<file path="src/hdl/dah_pkg.sv">
// ----------------------------------------------------------------------------
// dah_pkg
// Shared types, codes and widths of the dijet asymmetry histogrammer.
// ----------------------------------------------------------------------------
package dah_pkg;

    localparam int OP_W      = 2;
    localparam int EVENT_W   = 32;
    localparam int ENERGY_W  = 16;
    localparam int ANGLE_W   = 16;
    localparam int DIFF_W    = 17;
    localparam int BIN_W     = 6;
    localparam int COUNT_W   = 32;
    localparam int THR_W     = 16;
    localparam int FRAC_W    = 9;
    localparam int ATHR_W    = 15;
    localparam int CFG_IDX_W = 8;
    localparam int CFG_DAT_W = 16;

    localparam logic [OP_W-1:0] OP_JET   = 2'd0;
    localparam logic [OP_W-1:0] OP_READ  = 2'd1;
    localparam logic [OP_W-1:0] OP_FLUSH = 2'd2;

    localparam logic [CFG_IDX_W-1:0] CFG_LEAD_THR  = 8'd0;
    localparam logic [CFG_IDX_W-1:0] CFG_SUB_THR   = 8'd1;
    localparam logic [CFG_IDX_W-1:0] CFG_MATCH     = 8'd2;
    localparam logic [CFG_IDX_W-1:0] CFG_ANGLE_THR = 8'd3;

    localparam logic [THR_W-1:0]  LEAD_THR_RST  = 16'd160;
    localparam logic [THR_W-1:0]  SUB_THR_RST   = 16'd40;
    localparam logic [FRAC_W-1:0] MATCH_RST     = 9'd205;
    localparam logic [ATHR_W-1:0] ANGLE_THR_RST = 15'd6431;

    typedef struct packed {
        logic load_item;
        logic res_clear;
        logic update_jet;
        logic seed;
        logic close_clear;
        logic div_start;
        logic div_sel;
        logic capture_t;
        logic capture_r;
        logic hist_rd;
        logic hist_wr;
        logic read_rd;
        logic read_capture;
        logic out_load;
    } cmd_t;

    typedef struct packed {
        logic [OP_W-1:0] op;
        logic            active;
        logic            same_event;
        logic            div_done;
    } sts_t;

    function automatic logic [DIFF_W-1:0] abs_diff(input logic signed [ANGLE_W-1:0] a,
                                                   input logic signed [ANGLE_W-1:0] b);
        logic signed [DIFF_W-1:0] d;
        d = {a[ANGLE_W-1], a} - {b[ANGLE_W-1], b};
        return d[DIFF_W-1] ? DIFF_W'(-d) : DIFF_W'(d);
    endfunction

endpackage

</file>
<file path="src/hdl/dah_ctrl.sv">
// ----------------------------------------------------------------------------
// dah_ctrl
// Sequencer: decodes each word, steps the close of an event, loads results.
// ----------------------------------------------------------------------------
module dah_ctrl (
    input  logic          clk,
    input  logic          rst_n,
    input  logic          in_valid,
    output logic          in_ready,
    output logic          out_valid,
    input  logic          out_ready,
    output dah_pkg::cmd_t cmd,
    input  dah_pkg::sts_t sts
);

    typedef enum logic [2:0] {
        S_IDLE,
        S_DECODE,
        S_RD_WAIT,
        S_DIV_T,
        S_DIV_R,
        S_HIST_RD,
        S_HIST_WR,
        S_FINISH
    } state_t;

    state_t state_reg, state_next;
    logic   out_valid_reg;
    logic   seed_after_reg, seed_after_next;
    logic   in_fire;

    assign in_ready  = state_reg == S_IDLE;
    assign in_fire   = in_valid && in_ready;
    assign out_valid = out_valid_reg;

    always_comb
    begin
        cmd             = '0;
        state_next      = state_reg;
        seed_after_next = seed_after_reg;
        case (state_reg)
            S_IDLE:
            begin
                if (in_fire)
                begin
                    cmd.load_item = 1'b1;
                    cmd.res_clear = 1'b1;
                    state_next    = S_DECODE;
                end
            end
            S_DECODE:
            begin
                case (sts.op)
                    dah_pkg::OP_JET:
                    begin
                        if (sts.active && sts.same_event)
                        begin
                            cmd.update_jet = 1'b1;
                            state_next     = S_FINISH;
                        end
                        else if (sts.active)
                        begin
                            // new event number closes the open one first
                            cmd.div_start   = 1'b1;
                            seed_after_next = 1'b1;
                            state_next      = S_DIV_T;
                        end
                        else
                        begin
                            cmd.seed   = 1'b1;
                            state_next = S_FINISH;
                        end
                    end
                    dah_pkg::OP_READ:
                    begin
                        cmd.read_rd = 1'b1;
                        state_next  = S_RD_WAIT;
                    end
                    dah_pkg::OP_FLUSH:
                    begin
                        if (sts.active)
                        begin
                            cmd.div_start   = 1'b1;
                            seed_after_next = 1'b0;
                            state_next      = S_DIV_T;
                        end
                        else
                            state_next = S_FINISH;
                    end
                    default: state_next = S_FINISH;
                endcase
            end
            S_RD_WAIT:
            begin
                cmd.read_capture = 1'b1;
                state_next       = S_FINISH;
            end
            S_DIV_T:
            begin
                if (sts.div_done)
                begin
                    cmd.capture_t = 1'b1;
                    cmd.div_sel   = 1'b1;
                    cmd.div_start = 1'b1;
                    state_next    = S_DIV_R;
                end
            end
            S_DIV_R:
            begin
                cmd.div_sel = 1'b1;
                if (sts.div_done)
                begin
                    cmd.capture_r = 1'b1;
                    state_next    = S_HIST_RD;
                end
            end
            S_HIST_RD:
            begin
                cmd.hist_rd = 1'b1;
                state_next  = S_HIST_WR;
            end
            S_HIST_WR:
            begin
                cmd.hist_wr = 1'b1;
                if (seed_after_reg)
                    cmd.seed = 1'b1;
                else
                    cmd.close_clear = 1'b1;
                state_next = S_FINISH;
            end
            S_FINISH:
            begin
                if (!out_valid_reg || out_ready)
                begin
                    cmd.out_load = 1'b1;
                    state_next   = S_IDLE;
                end
            end
            default: state_next = S_IDLE;
        endcase
    end

    always_ff @(posedge clk or negedge rst_n)
    begin
        if (!rst_n)
        begin
            state_reg      <= S_IDLE;
            seed_after_reg <= 1'b0;
            out_valid_reg  <= 1'b0;
        end
        else
        begin
            state_reg      <= state_next;
            seed_after_reg <= seed_after_next;
            if (cmd.out_load)
                out_valid_reg <= 1'b1;
            else if (out_ready)
                out_valid_reg <= 1'b0;
        end
    end

    a_accept_decodes: assert property (@(posedge clk) disable iff (!rst_n)
        in_fire |=> state_reg == S_DECODE)
        else $error("accepted word not decoded");

    a_load_no_overwrite: assert property (@(posedge clk) disable iff (!rst_n)
        cmd.out_load |-> (!out_valid_reg || out_ready))
        else $error("result word overwritten while pending");

    a_div_done_waited: assert property (@(posedge clk) disable iff (!rst_n)
        sts.div_done |-> (state_reg == S_DIV_T || state_reg == S_DIV_R))
        else $error("divider finished outside a wait state");

    a_close_ends_event: assert property (@(posedge clk) disable iff (!rst_n)
        (state_reg == S_HIST_WR && !seed_after_reg) |=> !sts.active)
        else $error("flush left the event open");

endmodule
</file>
<file path="config.mk">
export PLATFORM = sky130hd
export DESIGN_NAME = dah_ctrl
export DESIGN_NICKNAME = d
export VERILOG_FILES = /design/src/hdl/dah_pkg.sv /design/src/hdl/dah_ctrl.sv
export SDC_FILE = /design/constraint.sdc
export NUM_CORES = 1
export LEC_CHECK = 0
export ABC_AREA = 1
export ABC_CLOCK_PERIOD_IN_PS = 1300
export BUFFER_PORTS_ARGS = -buffer_cell sky130_fd_sc_hd__buf_2
export CAP_MARGIN = 0
export CORE_MARGIN = 2
export CORE_UTILIZATION = 35
export CTS_BUF_LIST = sky130_fd_sc_hd__clkbuf_2
export DETAILED_ROUTE_END_ITERATION = 16
export PLACE_DENSITY_LB_ADDON = 0.25
export SYNTH_ARGS = -nofsm -noshare
export SYNTH_HDL_FRONTEND = slang
export SYNTH_SLANG_ARGS = --single-unit
</file>
<file path="constraint.sdc">
create_clock -name clk -period 1.3 [get_ports clk]
set_clock_uncertainty 0.1 [all_clocks]
set_input_delay 0.26 -clock clk [delete_from_list [all_inputs] [get_ports clk]]
set_output_delay 0.26 -clock clk [all_outputs]
set_load 0.1 [all_outputs]
</file>
==> results.sh, run 1 <==
export IMPL_status="stopped before the end"
export IMPL_stop_stage="5_1_grt"
export IMPL_firstError="[ERROR DPL-0038] Utilization greater than 100%, impossible to legalize"
export IMPL_grt_max_degree=9
export IMPL_grt_worst_endpoint="cmd[11]"
export IMPL_synth_yosys_seq_area_share_pct=25.2
export IMPL_ys_dominant_reg_cell="dfrtp_1"
export IMPL_cts_max_level=1
export IMPL_cts_buffers_inserted=3
export IMPL_numClockSinks=5
export IMPL_pin_count=25
export IMPL_endpoint_type="top-level output"
export IMPL_yosys_warnings=0
export IMPL_ys_ff_latch=5
export IMPL_netlist_area_um2=497
export IMPL_cts_max_path_buffers=2
export IMPL_ys_types=19
export IMPL_async_reset_ff_share_pct=100
export IMPL_io_buffers=24
export IMPL_rows=13
export IMPL_clock_root_buffer="clkbuf_2"
export IMPL_die_y_um=41.7
export IMPL_synth_edf_count=0
export IMPL_hpwl_um=1690
export IMPL_syn_num_nets=90
export IMPL_syn_inst=81
export IMPL_die_w_um=41.7
export IMPL_initial_core_util_pct=37.7
export IMPL_avgSynthCellArea_um2=6.13
export IMPL_gp_congestion=0.810
[kinds of logic after synthesis]
kind of cell	count (synthesis)	share of synthesized area, %
DFF	5	25.2
and+or+nand+nor	52	48.6
xor gates and xnor gates	1	1.76
buffers and inverters	17	17.6
AOI/OAI and AO/OA	6	6.80
[Yosys cell counts (2+ instances only)]
library cell / number / area (µm²)
nand3_1: 5 / 25.0
o21ai_0: 5 / 25.0
inv_1: 12 / 45.0
nor2_1: 15 / 56.3
nand2_1: 25 / 93.8
dfrtp_1: 5 / 125
nor2_4: 2 / 22.5
[stage by stage]
stage | worst slack, ns | util (%) | std cells | area, µm²
CTS | -0.496 | 94.0 | 144 | 1240
detailed placement | -0.427 | 83.4 | 132 | 1100
global placement | -0.305 | 83.4 | 132 | 1100
floorplan | -0.718 | - | 81 | 627
[what timing repair did]
action	CTS
pin swaps	5
resized for setup	17
buffers inserted	7
hold buffers	1
endpoints found under the hold margin	5
endpoints found under the setup margin	19
==> run 2, diff against run 1 <==
==> config.mk (replaced) <==
export PLATFORM = sky130hd
export DESIGN_NAME = dah_ctrl
export DESIGN_NICKNAME = d
export VERILOG_FILES = /design/src/hdl/dah_pkg.sv /design/src/hdl/dah_ctrl.sv
export SDC_FILE = /design/constraint.sdc
export NUM_CORES = 1
export LEC_CHECK = 0
export ABC_AREA = 1
export ABC_CLOCK_PERIOD_IN_PS = 1700
export BUFFER_PORTS_ARGS = -buffer_cell sky130_fd_sc_hd__buf_2
export CAP_MARGIN = 0
export CORE_AREA = 2 2 63 65
export DETAILED_ROUTE_END_ITERATION = 16
export DIE_AREA = 0 0 65 67
export PLACE_DENSITY_LB_ADDON = 0.15
export SYNTH_ARGS = -nofsm -noshare
export SYNTH_HDL_FRONTEND = slang
export SYNTH_SLANG_ARGS = --single-unit
==> constraint.sdc (replaced) <==
create_clock -name clk -period 1.7 [get_ports clk]
set_clock_uncertainty 0.1 [all_clocks]
set_input_delay 0.34 -clock clk [delete_from_list [all_inputs] [get_ports clk]]
set_output_delay 0.34 -clock clk [all_outputs]
set_load 0.1 [all_outputs]
==> results.sh, run 2 <==
export IMPL_status="finished with violations"
export IMPL_violations="negative setup slack"
export IMPL_io_buffers=24
export IMPL_die_w_um=65
export IMPL_gr_total_overflow=0
export IMPL_final_nets=131
export IMPL_design_area_mm2=0.00120
export IMPL_critPathTopFamily="buffers and inverters"
export IMPL_yosys_warnings=0
export IMPL_startpoint="state_reg[2]"
export IMPL_synth_edf_count=0
export IMPL_gp_congestion=0.726
export IMPL_hold_viol_final=0
export IMPL_layout_commonest_cell="nand2_1"
export IMPL_critPathKind="flop to output port"
export IMPL_ant_nets=0
export IMPL_ff2ff_setup_slack_ns=0.35
export IMPL_setup_viol=12
export IMPL_hpwl_um=1220
export IMPL_yosys_area_top_type="dfrtp_1"
export IMPL_placed_area_mm2=0.00106
export IMPL_die_area_mm2=0.00436
export IMPL_syn_num_nets=90
export IMPL_r2r_cells=6
export IMPL_clock_latency_ns=0.22
export IMPL_synth_commonest_cells="25 x nand2_1, 15 x nor2_1, 12 x inv_1"
export IMPL_viasPerCell=3.67
export IMPL_cp_buffers_inverters=3
export IMPL_synthTopCellsByArea="dfrtp_1 25%, nand2_1 19%, nor2_1 11%"
export IMPL_vias=621
export IMPL_cts_buffers_inserted=3
export IMPL_ys_dominant_reg_cell="dfrtp_1"
export IMPL_slew_headroom_pct=68.1
export IMPL_async_reset_ff_share_pct=100
export IMPL_cp_required_ns=1.26
export IMPL_cts_max_path_buffers=2
export IMPL_start_kind="flop"
export IMPL_hp_class="input port to flop"
export IMPL_n_antenna_cell=0
export IMPL_fin_ws_ns=-0.134
export IMPL_grt_pass1_vias=645
export IMPL_pre_cts_slack_ns=0.0171
export IMPL_setup_worst_path_end="cmd[11]"
export IMPL_grt_max_degree=7
export IMPL_core_area_mm2=0.00361
export IMPL_crit_chain="clkinv_4 -> nand3_4 -> buf_12 -> nor4_4 -> buf_12"
export IMPL_syn_inst=81
export IMPL_worstSetupPathDepth=5
export IMPL_worstSetupEndpointType="output port"
export IMPL_drt_initial_drc_count=6
export IMPL_yosysTopAreaCellShare_pct=25.2
export IMPL_reg2reg_to="seed_after_reg"
export IMPL_routed_wl_um=1450
export IMPL_worst_ep_arrival_time_ns=1.39
export IMPL_cts_max_level=1
export IMPL_crit_fanout=5
export IMPL_syn_to_final_growth_pct=142
export IMPL_fmax_mhz=545
export IMPL_slowest_stage="dfrtp_2"
export IMPL_whs_ns=0.227
export IMPL_min_period_over_period_pct=108
export IMPL_period_needed_ns=1.83
export IMPL_detail_route_drc_violations=0
export IMPL_drtPass1Iterations=3
export IMPL_max_cap_violations=0
export IMPL_antenna_found_initial=0
export IMPL_cpMostUsedCell="buf_12"
export IMPL_rr_startpoint="state_reg[2]"
export IMPL_initial_core_util_pct=13.8
export IMPL_yosysMostFrequentCell="nand2_1"
export IMPL_rsz0062_at_grt="true"
export IMPL_numClockSinks=5
export IMPL_tightest_slew_ns=0.481
export IMPL_gr_usage_all_layers_pct=7.98
export IMPL_die_y_um=67
export IMPL_avgSynthCellArea_um2=6.13
export IMPL_pin_count=25
export IMPL_grt_first_pass_wirelength_um=2690
export IMPL_slew_violations=0
export IMPL_slowest_delay_ns=0.41
export IMPL_cts_tree="done"
export IMPL_clock_root_buffer="clkbuf_8"
export IMPL_netlist_area_um2=497
export IMPL_drive_gt1_share_pct=59.5
export IMPL_wl_per_cell_um=8.60
export IMPL_rows=22
export IMPL_path_clk_slew_ns=0.04
export IMPL_ys_ff_latch=5
export IMPL_synth_yosys_seq_area_share_pct=25.2
export IMPL_layout_common_cells="22 x nand2_1, 16 x buf_12, 13 x buf_4"
export IMPL_ys_types=19
export IMPL_largest_reg_flops=3
-- run 2: cell counts after synthesis --
No cell type changed its count.
-- run 2: area by class of cell --
cell class / count / area [µm²]
clock buffer: 4 / 45.0
fill: 393 / 2400
inverter: 14 / 67.6
multi-input combinational: 59 / 424
sequential: 5 / 133
tap: 48 / 60.1
timing repair buffer: 39 / 473
-- run 2: per-layer routing --
layer	up-vias	wire length (µm)	global-route usage, %
met1	282	564	9.19
li1	325	-	-
met5	-	0	0
met4	0	16	1.60
met2	11	793	13.9
met3	3	79	3.21
-- run 2: worst min-delay path by stage --
stage	cells after the start	slack, ns	end	start
2_1_floorplan	0	-0.06	seed_after_reg	rst_n
3_3_place_gp	1	0.07	out_valid	rst_n
3_5_place_dp	1	0.06	out_valid	rst_n
4_1_cts	2	0.23	out_valid	out_ready
5_1_grt	2	0.25	out_valid	out_ready
6_report	2	0.23	out_valid	out_ready
-- run 2: cell families after synthesis --
family	share of synthesized area (%)
xor gates and xnor gates	1.76
DFF	25.2
and+or+nand+nor	48.6
AOI/OAI and AO/OA	6.80
buffers and inverters	17.6
-- run 2: timing repair --
item,in CTS,in global routing
buffers inserted,4,1
pin swaps,5,3
endpoints found under the setup margin,15,15
gates resized for setup,9,3
hold endpoints to repair,5,0
hold buffers,1,0
-- run 2: worst register-to-register path: stages (launching register included) --
cell and delay, ns:
dfrtp_2 0.41, clkinv_4 0.10, nand3_4 0.10, or2_4 0.28
buf_4 0.14, nand2_1 0.06, o21ai_2 0.05
-- run 2: per-stage QoR --
stage / TNS (ns) / cells / util (%)
finish: -0.848 / 169 / 33.3
global route: -1.77 / 169 / 33.3
CTS: -1.02 / 168 / 32.7
detailed placement: 0 / 159 / 29.4
global placement: 0 / 159 / 29.4
floorplan: -2.06 / 81 / -
Power of run 2 is not shown: default switching activity piles up to over one toggle a cycle in this logic, so the estimate is an artifact.
==> run 3, diff against run 2 <==
--- a/config.mk
+++ b/config.mk
@@ -5,7 +5,6 @@
 export SDC_FILE = /design/constraint.sdc
 export NUM_CORES = 1
 export LEC_CHECK = 0
-export ABC_AREA = 1
 export ABC_CLOCK_PERIOD_IN_PS = 1700
 export BUFFER_PORTS_ARGS = -buffer_cell sky130_fd_sc_hd__buf_2
 export CAP_MARGIN = 0
==> results.sh, run 3 <==
export IMPL_status="finished with violations"
export IMPL_violations="negative setup slack"
export IMPL_rr_startpoint="state_reg[1]"
export IMPL_clock_latency_ns=0.22
export IMPL_drt_initial_drc_count=2
export IMPL_vias=530
export IMPL_synth_commonest_cells="6 x nor2_1, 5 x dfrtp_1, 4 x nand2b_1, 3 x nand2_1, 3 x nor2b_1"
export IMPL_syn_to_final_growth_pct=167
export IMPL_synthTopCellsByArea="dfrtp_1 28%, nand2b_1 5.6%, nor4b_4 5.3%"
export IMPL_avgSynthCellArea_um2=8.73
export IMPL_initial_core_util_pct=12.4
export IMPL_async_reset_ff_share_pct=100
export IMPL_startpoint="state_reg[1]"
export IMPL_cts_max_level=1
export IMPL_crit_chain="nor4b_4 -> buf_4 -> a22o_2 -> buf_12"
export IMPL_cts_buffers_inserted=3
export IMPL_gr_usage_all_layers_pct=7.28
export IMPL_worstSetupEndpointType="output port"
export IMPL_routed_wl_um=1460
export IMPL_placedCellCount=133
export IMPL_ant_nets=0
export IMPL_yosys_warnings=0
export IMPL_critPathTopFamily="flip-flops"
export IMPL_max_cap_violations=0
export IMPL_layout_commonest_cell="buf_12"
export IMPL_numClockSinks=5
export IMPL_pin_count=25
export IMPL_slew_headroom_pct=68.1
export IMPL_hold_start="sts[4]"
export IMPL_antenna_found_initial=0
export IMPL_grt_first_pass_wirelength_um=2460
export IMPL_cp_buffers_inverters=2
export IMPL_gr_total_overflow=0
export IMPL_synth_edf_count=0
export IMPL_ys_types=28
export IMPL_slowest_delay_ns=0.43
export IMPL_largest_reg_flops=3
export IMPL_crit_fanout=4
export IMPL_cts_tree="done"
export IMPL_yosysTopAreaCellShare_pct=28.1
export IMPL_fmax_mhz=525
export IMPL_rows=22
export IMPL_hold_viol_final=0
export IMPL_rsz0062_at_grt="true"
export IMPL_setup_viol=15
export IMPL_fill_cells=376
export IMPL_ys_dominant_reg_cell="dfrtp_1"
export IMPL_grt_pass1_vias=556
export IMPL_final_nets=105
export IMPL_syn_inst=51
export IMPL_slew_violations=0
export IMPL_period_needed_ns=1.91
export IMPL_die_w_um=65
export IMPL_path_clk_slew_ns=0.03
export IMPL_cp_required_ns=1.26
export IMPL_yosys_area_top_type="dfrtp_1"
export IMPL_yosysMostFrequentCell="nor2_1"
export IMPL_n_antenna_cell=0
export IMPL_slowest_stage="dfrtp_2"
export IMPL_drtPass1Iterations=3
export IMPL_synth_yosys_seq_area_share_pct=28.1
export IMPL_wl_per_cell_um=10.2
export IMPL_netlist_area_um2=445
export IMPL_layoutNonFillerInstCount=143
export IMPL_gp_congestion=0.639
export IMPL_start_kind="flop"
export IMPL_layout_common_cells="16 x buf_12, 11 x buf_4, 10 x buf_2"
export IMPL_cts_max_path_buffers=2
export IMPL_min_period_over_period_pct=112
export IMPL_syn_num_nets=60
export IMPL_clock_root_buffer="clkbuf_8"
export IMPL_worst_ep_arrival_time_ns=1.47
export IMPL_die_y_um=67
export IMPL_ys_ff_latch=5
export IMPL_grt_max_degree=10
export IMPL_fin_ws_ns=-0.206
export IMPL_die_area_mm2=0.00436
export IMPL_hp_class="input port to flop"
export IMPL_critPathKind="flop to output port"
export IMPL_tightest_slew_ns=0.482
export IMPL_io_buffers=24
export IMPL_hpwl_um=1240
export IMPL_viasPerCell=3.71
export IMPL_detail_route_drc_violations=0
export IMPL_core_area_mm2=0.00361
export IMPL_drive_gt1_share_pct=74.7
run 3: cell count changes after synthesis, moves of 2 or more:
cell / before / now
nand2_1: 25 / 3
inv_1: 12 / 1
nor2_1: 15 / 6
o21ai_0: 5 / 0
nand2b_1: 0 / 4
nand3_1: 5 / 1
nor2b_1: 0 / 3
a21o_1: 0 / 2
a21oi_1: 0 / 2
a31oi_1: 0 / 2
nor2_4: 2 / 0
nor3b_1: 0 / 2
run 3: repair_timing:
item / in CTS / in global routing
buffers inserted: 2 / 3
setup endpoints to repair: 15 / 15
resized for setup: 12 / 4
cloned: 1 / 0
hold buffers: 1 / 0
endpoints found under the hold margin: 5 / 0
pin swaps: 8 / 8
run 3: final cells by class:
cell class	count	area [µm²]	share of cell area [%]
clock buffer	4	45.0	3.79
inverter	3	16.3	1.37
sequential	5	131	11.1
timing repair buffer	44	531	44.7
multi-input combinational	39	404	34.0
tap	48	60.1	5.06
run 3: cells by family (layout without fill, tap and decap cells):
family                 count (synthesis)  after routing  share of synthesized area, %
and+or+nand+nor                       27             27                          41.3
AOI/OAI and AO/OA                     12             12                          20.2
buffers and inverters                  7             51                          10.4
DFF                                    5              5                          28.1
run 3: final timing paths:
kind / to / slack [ns] / depth (start not counted)
worst max-delay path: cmd[10] / -0.21 / 4
worst max register to register: seed_after_reg / 0.35 / 4
max in group asynchronous: out_valid / 1.00 / 2
worst min-delay path: seed_after_reg / 0.31 / 2
worst min register to register: out_valid / 0.48 / 2
min in group asynchronous: seed_after_reg / 0.36 / 2
run 3: layer usage:
metal	wire, µm	global-route usage (%)	up-vias
met3	43	0.845	0
met5	0	0	-
li1	-	-	267
met4	0	3.19	0
met2	843	13.5	8
met1	577	8.31	255
run 3: per-stage QoR:
stage	setup slack [ns]	util [%]	area, µm²	hold WS [ns]	setup TNS (ns)
finish	-0.206	32.9	1190	0.306	-1.92
global route	-0.259	32.9	1190	0.323	-2.81
CTS	-0.227	32.3	1160	0.313	-2.28
detailed placement	-0.0410	28.7	1030	0.0592	-0.0410
global placement	-0.0366	28.7	1030	0.0607	-0.0366
floorplan	-0.866	-	561	-0.0556	-7.07
Power of run 3 is left out for the same reason.
